## src/rtl/kdq_pkg.sv

```systemverilog
// ----------------------------------------------------------------------------
// kdq_pkg
// types and codes shared by the keyed deque modules
// ----------------------------------------------------------------------------
`default_nettype none
package kdq_pkg;
   localparam logic [2:0] OP_PUSH_FRONT = 3'd0;
   localparam logic [2:0] OP_PUSH_BACK  = 3'd1;
   localparam logic [2:0] OP_POP_FRONT  = 3'd2;
   localparam logic [2:0] OP_POP_BACK   = 3'd3;
   localparam logic [2:0] OP_SEARCH     = 3'd4;
   localparam logic [2:0] OP_REMOVE     = 3'd5;

   localparam logic [1:0] ST_OK       = 2'd0;
   localparam logic [1:0] ST_EMPTY    = 2'd1;
   localparam logic [1:0] ST_NOTFOUND = 2'd2;
   localparam logic [1:0] ST_FULL     = 2'd3;

   typedef struct packed {
      logic [2:0]         op;
      logic signed [31:0] ident;
      logic [63:0]        name_key;
      logic [30:0]        exec_time;
      logic [30:0]        used_time;
   } req_type;

   typedef struct packed {
      logic [1:0] status;
      logic [3:0] position;
      logic [4:0] occupancy;
   } rsp_type;

   typedef enum logic [2:0] {
      BK_IDLE, BK_SCAN, BK_READ, BK_SHIFT, BK_MOVE, BK_DONE
   } back_state_type;
endpackage
`default_nettype wire

```

## src/rtl/keyed_deque_with_search_remove.sv

```systemverilog
// ----------------------------------------------------------------------------
// keyed_deque_with_search_remove
// bounded deque of keyed records with search and remove by key
// ----------------------------------------------------------------------------
// Usage: drive req and raise start; the request is taken when start is high
// and busy is low. One response per request appears on rsp for one cycle
// with rsp_strobe high; it cannot be held off.
// Pushes, pops and unused codes go from idle straight to the done state.
// Search and remove step through the records one position at a time via the
// single registered memory read port (a scan and a read state per position),
// ending at the first match or after the last record; remove then moves the
// following records one place each, with a shift and a move state per record.
// Only one request is in flight; busy stays high until its response is out,
// so the next request is taken in the cycle after the response at the earliest.
// Reset empties the deque (count and front slot cleared); record memory
// is not cleared, since only occupied slots are read.
// ----------------------------------------------------------------------------
`default_nettype none
module keyed_deque_with_search_remove #(
   parameter int DEPTH = 16
) (
   input  wire logic             clock,
   input  wire logic             reset,
   input  wire logic             start,
   output logic                  busy,
   input  wire kdq_pkg::req_type req_data,
   output logic                  rsp_strobe,
   output kdq_pkg::rsp_type      rsp_data
);
   import kdq_pkg::*;

   logic    q_valid, q_take, back_busy;
   req_type q_req;

   kdq_front u_front (
      .clock, .reset, .start, .busy, .req(req_data),
      .q_valid, .q_req, .q_take, .back_busy
   );

   kdq_back #(.DEPTH(DEPTH)) u_back (
      .clock, .reset, .q_valid, .q_req, .q_take,
      .busy(back_busy), .rsp_strobe, .rsp(rsp_data)
   );
endmodule
`default_nettype wire

```

## src/rtl/kdq_front.sv

```systemverilog
// ----------------------------------------------------------------------------
// kdq_front
// request intake with a two-entry queue towards the back end
// ----------------------------------------------------------------------------
`default_nettype none
module kdq_front (
   input  wire logic             clock,
   input  wire logic             reset,
   input  wire logic             start,
   output logic                  busy,
   input  wire kdq_pkg::req_type req,
   output logic                  q_valid,
   output kdq_pkg::req_type      q_req,
   input  wire logic             q_take,
   input  wire logic             back_busy
);
   import kdq_pkg::*;

   req_type    slot_ff [2];
   logic       rd_ff, rd_in, wr_ff, wr_in;
   logic [1:0] cnt_ff, cnt_in;
   logic       push;

   // one request in flight overall keeps results in order and simple
   assign busy    = (cnt_ff != 2'd0) || back_busy;
   assign push    = start && !busy;
   assign q_valid = (cnt_ff != 2'd0);
   assign q_req   = slot_ff[rd_ff];

   // queue pointers
   always_comb begin
      rd_in  = rd_ff ^ q_take;
      wr_in  = wr_ff ^ push;
      cnt_in = cnt_ff + {1'b0, push} - {1'b0, q_take};
   end

   always_ff @(posedge clock) begin
      if (reset) begin
         rd_ff  <= 1'b0;
         wr_ff  <= 1'b0;
         cnt_ff <= 2'd0;
      end else begin
         rd_ff  <= rd_in;
         wr_ff  <= wr_in;
         cnt_ff <= cnt_in;
      end
      if (push) slot_ff[wr_ff] <= req;
   end
endmodule
`default_nettype wire

```

## src/rtl/kdq_back.sv

```systemverilog
// ----------------------------------------------------------------------------
// kdq_back
// sequencer that executes deque operations on the record memory
// ----------------------------------------------------------------------------
`default_nettype none
module kdq_back #(
   parameter int DEPTH = 16
) (
   input  wire logic             clock,
   input  wire logic             reset,
   input  wire logic             q_valid,
   input  wire kdq_pkg::req_type q_req,
   output logic                  q_take,
   output logic                  busy,
   output logic                  rsp_strobe,
   output kdq_pkg::rsp_type      rsp
);
   import kdq_pkg::*;
   localparam int AW = (DEPTH > 1) ? $clog2(DEPTH) : 1;
   localparam int CW = $clog2(DEPTH + 1);
   localparam logic [CW-1:0] FULLC = CW'(DEPTH);

   typedef struct packed {
      logic signed [31:0] ident;
      logic [63:0]        key;
      logic [30:0]        exec_t;
      logic [30:0]        used_t;
   } rec_type;

   rec_type mem [DEPTH];
   rec_type rdata_ff;

   back_state_type st_ff, st_in;
   req_type        cur_ff, cur_in;
   logic [AW-1:0]  front_ff, front_in;
   logic [CW-1:0]  cnt_ff, cnt_in;
   logic [CW-1:0]  pos_ff, pos_in;
   rsp_type        rsp_ff, rsp_in;
   logic           strobe_ff, strobe_in;
   logic           we;
   logic [AW-1:0]  waddr, raddr;
   rec_type        wdata;

   // slot of a front-relative position, modulo depth
   function automatic logic [AW-1:0] slot_of(input logic [AW-1:0] f,
                                             input logic [CW-1:0] p);
      logic [CW:0] s;
      s = {1'b0, p} + (CW+1)'(f);
      if (s >= (CW+1)'(DEPTH)) s = s - (CW+1)'(DEPTH);
      return s[AW-1:0];
   endfunction

   // busy until the response cycle is over
   assign busy       = (st_ff != BK_IDLE) || strobe_ff;
   assign rsp_strobe = strobe_ff;
   assign rsp        = rsp_ff;

   // sequencer
   always_comb begin
      st_in     = st_ff;
      cur_in    = cur_ff;
      front_in  = front_ff;
      cnt_in    = cnt_ff;
      pos_in    = pos_ff;
      rsp_in    = rsp_ff;
      strobe_in = 1'b0;
      q_take    = 1'b0;
      we        = 1'b0;
      waddr     = slot_of(front_ff, pos_ff);
      raddr     = slot_of(front_ff, pos_ff);
      wdata     = rdata_ff;
      unique case (st_ff)
         BK_IDLE: begin
            if (q_valid) begin
               q_take = 1'b1;
               cur_in = q_req;
               pos_in = '0;
               rsp_in = '{status: ST_OK, position: 4'd0, occupancy: 5'(cnt_ff)};
               st_in  = BK_DONE;
               unique case (q_req.op)
                  OP_PUSH_FRONT, OP_PUSH_BACK: begin
                     if (cnt_ff == FULLC) rsp_in.status = ST_FULL;
                     else begin
                        we    = 1'b1;
                        wdata = '{ident: q_req.ident, key: q_req.name_key,
                                  exec_t: q_req.exec_time, used_t: q_req.used_time};
                        if (q_req.op == OP_PUSH_FRONT) begin
                           front_in = (front_ff == '0) ? AW'(DEPTH - 1)
                                                       : front_ff - 1'b1;
                           waddr    = front_in;
                        end else waddr = slot_of(front_ff, cnt_ff);
                        cnt_in = cnt_ff + 1'b1;
                     end
                  end
                  OP_POP_FRONT, OP_POP_BACK: begin
                     if (cnt_ff == '0) rsp_in.status = ST_EMPTY;
                     else begin
                        cnt_in = cnt_ff - 1'b1;
                        if (cnt_in == '0) front_in = '0;
                        else if (q_req.op == OP_POP_FRONT)
                           front_in = slot_of(front_ff, CW'(1));
                     end
                  end
                  OP_SEARCH, OP_REMOVE: begin
                     if (cnt_ff == '0) rsp_in.status = ST_EMPTY;
                     else st_in = BK_SCAN;
                  end
                  default: ;
               endcase
               rsp_in.occupancy = 5'(cnt_in);
            end
         end
         BK_SCAN: begin
            // address pos issued; data lands next cycle
            st_in = BK_READ;
         end
         BK_READ: begin
            if (rdata_ff.key == cur_ff.name_key) begin
               if (cur_ff.op == OP_SEARCH) begin
                  rsp_in.position = 4'(pos_ff);
                  st_in = BK_DONE;
               end else if (pos_ff + 1'b1 >= cnt_ff) begin
                  // match is the last record, nothing to move
                  cnt_in = cnt_ff - 1'b1;
                  if (cnt_in == '0) front_in = '0;
                  rsp_in.occupancy = 5'(cnt_in);
                  st_in = BK_DONE;
               end else begin
                  pos_in = pos_ff + 1'b1;
                  st_in  = BK_SHIFT;
               end
            end else if (pos_ff + 1'b1 >= cnt_ff) begin
               rsp_in.status = ST_NOTFOUND;
               st_in = BK_DONE;
            end else begin
               pos_in = pos_ff + 1'b1;
               st_in  = BK_SCAN;
            end
         end
         BK_SHIFT: begin
            // read of the record at pos issued
            st_in = BK_MOVE;
         end
         BK_MOVE: begin
            // write the record at pos one place nearer the front
            we    = 1'b1;
            waddr = slot_of(front_ff, pos_ff - 1'b1);
            wdata = rdata_ff;
            if (pos_ff + 1'b1 >= cnt_ff) begin
               cnt_in = cnt_ff - 1'b1;
               rsp_in.occupancy = 5'(cnt_in);
               st_in  = BK_DONE;
            end else begin
               pos_in = pos_ff + 1'b1;
               st_in  = BK_SHIFT;
            end
         end
         BK_DONE: begin
            strobe_in = 1'b1;
            st_in     = BK_IDLE;
         end
         default: st_in = BK_IDLE;
      endcase
   end

   always_ff @(posedge clock) begin
      if (reset) begin
         st_ff     <= BK_IDLE;
         front_ff  <= '0;
         cnt_ff    <= '0;
         strobe_ff <= 1'b0;
      end else begin
         st_ff     <= st_in;
         front_ff  <= front_in;
         cnt_ff    <= cnt_in;
         strobe_ff <= strobe_in;
      end
      cur_ff <= cur_in;
      pos_ff <= pos_in;
      rsp_ff <= rsp_in;
   end

   // record memory, one write and one registered read port
   always_ff @(posedge clock) begin
      if (we) mem[waddr] <= wdata;
      rdata_ff <= mem[raddr];
   end
endmodule
`default_nettype wire

```

## config.mk

```make
export PLATFORM = sky130hd
export DESIGN_NAME = keyed_deque_with_search_remove
export DESIGN_NICKNAME = d
export VERILOG_FILES = /design/src/rtl/kdq_pkg.sv /design/src/rtl/keyed_deque_with_search_remove.sv /design/src/rtl/kdq_front.sv /design/src/rtl/kdq_back.sv
export SDC_FILE = /design/constraint.sdc
export NUM_CORES = 1
export LEC_CHECK = 0
export BUFFER_PORTS_ARGS = -buffer_cell sky130_fd_sc_hd__clkbuf_2
export CAP_MARGIN = 40
export CORE_AREA = 2 2 363 365
export DETAILED_ROUTE_END_ITERATION = 16
export DIE_AREA = 0 0 365 367
export GPL_TIMING_DRIVEN = 0
export PLACE_DENSITY = 0.63
export SLEW_MARGIN = 15
export SYNTH_ARGS = -nofsm -noshare
export SYNTH_HDL_FRONTEND = slang
export SYNTH_HIERARCHICAL = 1
export SYNTH_SLANG_ARGS = --single-unit
```

## constraint.sdc

```tcl
create_clock -name clock -period 21.7 [get_ports clock]
set_input_delay 4.34 -clock clock [delete_from_list [all_inputs] [get_ports clock]]
set_output_delay 4.34 -clock clock [all_outputs]
set_load 0.1 [all_outputs]
```

; ---- After elaboration in Yosys (flattened, before gate mapping)
; Memories as Yosys holds them, arrays and structs flattened. A register that Yosys moved wholly into a read port is not among the register bits.
; Index checks and enable logic that the tools add are counted.
[totals]
latchBits = 0
regBits = 100
romBits = 0
mem_count = 2
ram_bits = 2850
[memory_table]
columns = name, depth, word_bits, read_ports, rd_ports_with_merged_regs, wr, line
row1 = u_back.mem, 16, 158, 1, 1, 1, kdq_back.sv:30  ; rec_type mem [DEPTH];
row2 = u_front.slot_ff, 2, 161, 1, 1, 1, kdq_front.sv:19  ; req_type slot_ff [2];
[classes]
reduce_logical = 23
magnitude_cmp = 5
n_addsub = 15
div = 0
bitwise_logic = 2
n_mul = 0
n_mux = 71
eq_ne = 26
shifts = 0
[op_table]
columns = cell, n
row1 = 158-bit 2-to-1 mux, 4
row2 = 4-bit 2-to-1 mux, 20
row3 = 64-bit == test, 1
row4 = 5-bit 2-to-1 mux, 12
row5 = 5-bit case mux with 3 select lines, 3
row6 = 4-bit case mux with 2 select lines, 3
row7 = 3-bit 2-to-1 mux, 7
row8 = 4-bit by 1-bit subtractor with 4-bit output (second input constant), 5
row9 = 5-bit by 4-bit adder with 6-bit output, 3
row10 = 6-bit by 5-bit greater-or-equal comparator with 1-bit output (second input constant), 3
row11 = 3-bit == test (second input constant), 5
row12 = 3-bit case mux with 5 select lines, 1
row13 = 3-bit by 2-bit == test with 1-bit output (second input constant), 4
row14 = 1-bit 2-to-1 mux, 12
row15 = 3-bit != test (second input constant), 4
row16 = 6-bit case mux with 2 select lines, 1
row17 = 4-bit AND reduction, 3
row18 = 11-bit 2-to-1 mux, 1
row19 = 11-bit AND reduction, 1
row20 = 5-bit by 1-bit adder with 5-bit output (second input constant), 2
row21 = 5-bit zero test, 2
row22 = 5-bit case mux with 2 select lines, 1
row23 = 5-bit by 1-bit subtractor with 5-bit output (second input constant), 2
row24 = 9-bit 2-to-1 mux, 1
row25 = 26 further kinds, 41

; ---- Longest topological paths before layout
[logic_depth]
ltp_word = 9
ltp_mapped = 13
depth_no_buf = 10

; ---- Modules after synthesis
; The synthesis kept the hierarchy.
[modules_own_cells]
columns = module, seq_area_each_um2, area_per_inst_um2, instances, cells_per_inst
row1 = kdq_back, 34783.4, 45977.8, 1, 2184
row2 = kdq_front, 9749.4, 12144.1, 1, 523

; ---- Worst setup path after synthesis
; Ideal clock, no wire load.
[synth_path]
kind = input to register
from = input start
to = memory u_front/slot_ff[1][0] in the netlist's numbering (enable)
t_required_ns = 21.159
arrival_time_ns = 8.219
stages = 2
n_path_buf = 0
slack_ns = 12.940
cell_sequence = and2_1 -> ha_1
[synth_via]
elab_chain_len = 3
[synth_lines]
columns = element, line
row1 = from (decl), keyed_deque_with_search_remove.sv:24  ; input wire logic start,
row2 = 1-bit logical AND, kdq_front.sv:26  ; assign push = start && !busy;
row3 = 1-bit 2-to-1 mux, kdq_front.sv:47  ; if (push) slot_ff[wr_ff] <= req;
row4 = 1-bit 2-to-1 mux (not written as such), kdq_front.sv:47
row5 = to (decl), kdq_front.sv:19
; No other way between the ends.

; ---- Worst setup path in the final report
[layout_path]
from = register u_back.st_ff[1]
to = output busy
[layout_via]
elab_chain_len = 3
[layout_lines]
columns = element, line
row1 = from (decl), kdq_back.sv:33  ; back_state_type st_ff, st_in;
row2 = from (signal assigned), kdq_back.sv:173  ; st_ff <= st_in;
row3 = 3-bit nonzero test, kdq_back.sv:54  ; assign busy = (st_ff != BK_IDLE) || strobe_ff;
row4 = 1-bit logical OR, kdq_back.sv:54
row5 = named net back_busy, keyed_deque_with_search_remove.sv:32  ; logic q_valid, q_take, back_busy;
row6 = 1-bit logical OR, kdq_front.sv:25  ; assign busy = (cnt_ff != 2'd0) || back_busy;
row7 = to (decl), keyed_deque_with_search_remove.sv:25  ; output logic busy,
; The timed path passes the listed nets, and every way through them passes these cells.

==> metrics.log <==
INFO  metric htree_num_levels = 4
INFO  metric antennaDiodeCount = 0
INFO  metric worstHoldEndpoint = u_back/cur_ff[101]$_DFFE_PP_
INFO  metric unrepaired_setup_endpoints_after_global_routing = false
INFO  metric placeableCoreArea = 130500 sq um
INFO  metric regToRegEndpoint = u_back/mem[2][102]$_DFFE_PP_
INFO  metric cp.arrival = 2.36 ns
INFO  metric final_nets = 2980
INFO  metric detail_route.vias_per_cell = 5.500
INFO  metric pwr-share-seq = 39.0%
INFO  metric startpoint_type = flop
INFO  metric period_share = 30.88%
INFO  metric wl_met2 = 60770 um
INFO  metric finalMaxSlewViolations = 0
INFO  metric initial_core_util = 39.30%
INFO  metric ir_drop = 0.0001055 V
INFO  metric fin_setup_tns = 0 ns
INFO  metric gp_routability_congestion = 0.8183
INFO  metric relSlewSlack = 39.27%
INFO  metric cts_inserted_buffers = 135
INFO  metric ys.warnings.count = 6
INFO  metric cts_max_path_buffers = 3
INFO  metric power.switching_fraction = 33.55%
INFO  metric layout_setup_ws = 15.00 ns
INFO  metric tritoncts_clock_tree = done
INFO  metric drt-initial-drc-count = 3056
INFO  metric die_area = 134000 sq um
INFO  metric synth_area = 51270 sq um
INFO  metric initial_antenna_violation_count = 3
INFO  metric grt_remaining_overflow = 0
INFO  metric wirelength = 126300 um
INFO  metric post_synthesis_net_count = 2612
INFO  metric min_from = u_front/slot_ff[1][101]$_DFFE_PP_
INFO  metric min_path_cells = 1
INFO  metric wl_met1 = 52630 um
INFO  metric finalHoldViolations = 0
INFO  metric antenna_violating_nets_post_route = 0
INFO  metric clock_skew_after_layout = 0.03154 ns
INFO  metric power.switching = 3.314 mW
INFO  metric postCtsSetupBuffers = 0
INFO  metric clk_pin_slew_worst_paths = 0.06 ns
INFO  metric largest_net_degree_at_the_start_of_global_routing = 53
INFO  metric p_leak = 19.73 nW
INFO  metric fmax = 149.2 MHz
INFO  metric cts.root.buffer_cell = clkbuf_16
INFO  metric dr.pass1.iters = 7
INFO  metric crit_path_max_fanout = 10
INFO  metric synth_cells = 2417
INFO  metric cts.hold.buffers_added = 0
INFO  metric place.port_buffers = 82
INFO  metric tightest_slew = 0.9110 ns
INFO  metric pwr_cell_area = 164.4 nW/um^2
INFO  metric detail_route.drc_violations = 0
INFO  metric holdCritPathClass = reg2reg
INFO  metric final.fill_count = 10819
INFO  metric share_clk_of_total_power = 22.6%
INFO  metric setup_violations = 0
INFO  metric outcome = finished, final reports clean
INFO  metric worst-r2r-setup-slack = 16.81 ns
INFO  metric share_comb_of_total_power = 38.4%
INFO  metric dr_wl_met3 = 10440 um
INFO  metric dp.final_hpwl = 85000 um
INFO  metric synth.avg_cell_area = 21.21 sq um
INFO  metric worst_setup_path_end_kind = output pin
INFO  metric horiz_die_dim = 365 um
INFO  metric fraction_of_layout_instances_using_a_drive_strength_above_1 = 31.15%
INFO  metric period_minus_slack = 6.701 ns
INFO  metric grt_pass1_wl = 181800 um
INFO  metric flow.area_growth_from_synthesis = 17.21%
INFO  metric timing.reg2reg.worst_path_depth = 15
INFO  metric dr_total_vias = 25560
INFO  metric cts_repair_resize_count = 0
INFO  metric max_cap_viol_count = 0
INFO  metric wire_per_inst = 27.19 um
INFO  metric critical_path_required = 17.36 ns
INFO  metric vias_in_the_first_global_route = 25957
INFO  metric insertion_delay = 0.76 ns
INFO  metric place_worst_setup_slack = 15.77 ns
INFO  metric numClockSinks = 1322
INFO  metric reg2reg_from = u_back/pos_ff[0]$_SDFFCE_PN0P_
INFO  metric timing_worst_setup_path_type = reg2out
INFO  metric fp.dieH = 367 um
INFO  metric intPower = 6.564 mW
INFO  metric floorplan.io_pins = 177
INFO  metric number_of_cell_rows = 133
INFO  metric grt_use_total = 19.06%
INFO  metric dr.max_layer_used = met4
-- power by group through the flow --
stage | Sequential (mW) | Combinational [mW] | Clock [mW]
2_1_floorplan | 3.96 | 2.37 | 0
3_3_place_gp | 3.97 | 3.48 | 0
3_5_place_dp | 3.90 | 3.78 | 0
4_1_cts | 3.85 | 3.80 | 2.28
5_1_grt | 3.89 | 4.02 | 2.38
6_report | 3.85 | 3.79 | 2.24
-- layout by cell type, fill, tap and decap left out, types with 6 or more instances in the layout --
master,n
clkinv_2,20
buf_6,66
xor2_1,12
xnor2_1,77
mux2_4,55
nor3_1,7
mux2i_1,8
inv_1,20
mux4_2,320
buf_4,71
dfxtp_1,81
a21oi_1,16
a31oi_1,6
ha_1,26
o22ai_1,6
bufinv_16,7
edfxtp_1,1241
nand4_1,20
inv_6,7
nor2_1,26
nand2_1,224
clkinv_1,23
buf_1,6
clkbuf_1,85
buf_16,22
clkbuf_8,12
o21ai_0,10
mux2_2,14
nand3_1,13
buf_2,39
clkinvlp_4,6
clkbuf_16,137
clkbuf_2,82
-- sequential cells by signal (all words and copies together), names as in the netlist --
signal / count
u_back/st_ff: 3
u_back/pos_ff: 5
u_back/mem: 1024
u_back/rsp_strobe: 1
u_back/rdata_ff: 64
u_back/front_ff: 4
u_back/cur_ff: 67
u_front/cnt_ff: 2
u_back/cnt_ff: 5
u_front/rd_ff: 1
u_back/rsp: 11
u_front/slot_ff: 134
u_front/wr_ff: 1
-- layout make-up --
cell class	count	area, sq um	share of cell area [%]
clock inverters	66	569.3	0.9473
multi-input cells	956	11820	19.66
repair buffers	231	2253	3.750
plain buffers	117	591.8	0.9848
inverters	22	87.58	0.1457
flip-flops and latches	1322	38890	64.71
well taps	1755	2196	3.654
clock buffers	178	3692	6.144
-- critical path, stage by stage, from the launching register on --
cell and delay, ns:
dfxtp_1 0.35, clkbuf_8 0.18, clkbuf_1 0.33, nor2_1 0.09
nand2_1 0.09, nor3_1 0.06, inv_1 0.06, clkbuf_2 0.45
-- through the flow --
step / hold WS, ns / instances / area, sq um / power, mW / util, %
2_1_floorplan: 0.5290 / 2417 / 51270 / 6.323 / -
3_3_place_gp: 0.5537 / 4254 / 53880 / 7.444 / 41.30
3_5_place_dp: 0.5606 / 4394 / 55740 / 7.683 / 42.72
4_1_cts: 0.5777 / 4638 / 60000 / 9.929 / 45.99
5_1_grt: 0.5845 / 4647 / 60090 / 10.29 / 46.06
6_report: 0.5659 / 4647 / 60090 / 9.878 / 46.06
-- worst max path at each step --
stage                                            start                                to  depth (start not counted)
final                     u_back/st_ff[1]$_SDFFE_PP0N_                              busy                          7
after global placement    u_front/cnt_ff[0]$_SDFF_PP0_      u_back/mem[3][102]$_DFFE_PP_                          9
after detailed placement                         start  u_front/slot_ff[1][87]$_DFFE_PP_                          4
after CTS                 u_back/st_ff[1]$_SDFFE_PP0N_                              busy                          7
after global routing      u_back/st_ff[1]$_SDFFE_PP0N_                              busy                          7
after floorplan           u_front/cnt_ff[0]$_SDFF_PP0_      u_back/mem[2][100]$_DFFE_PP_                          9
-- per-layer routing --
layer / vias up / track usage (%)
met5: - / 0
met1: 13579 / 27.02
met2: 1171 / 30.19
met3: 179 / 3.674
li1: 10631 / -
met4: 0 / 5.286
Power figures use the tool's default switching activity.
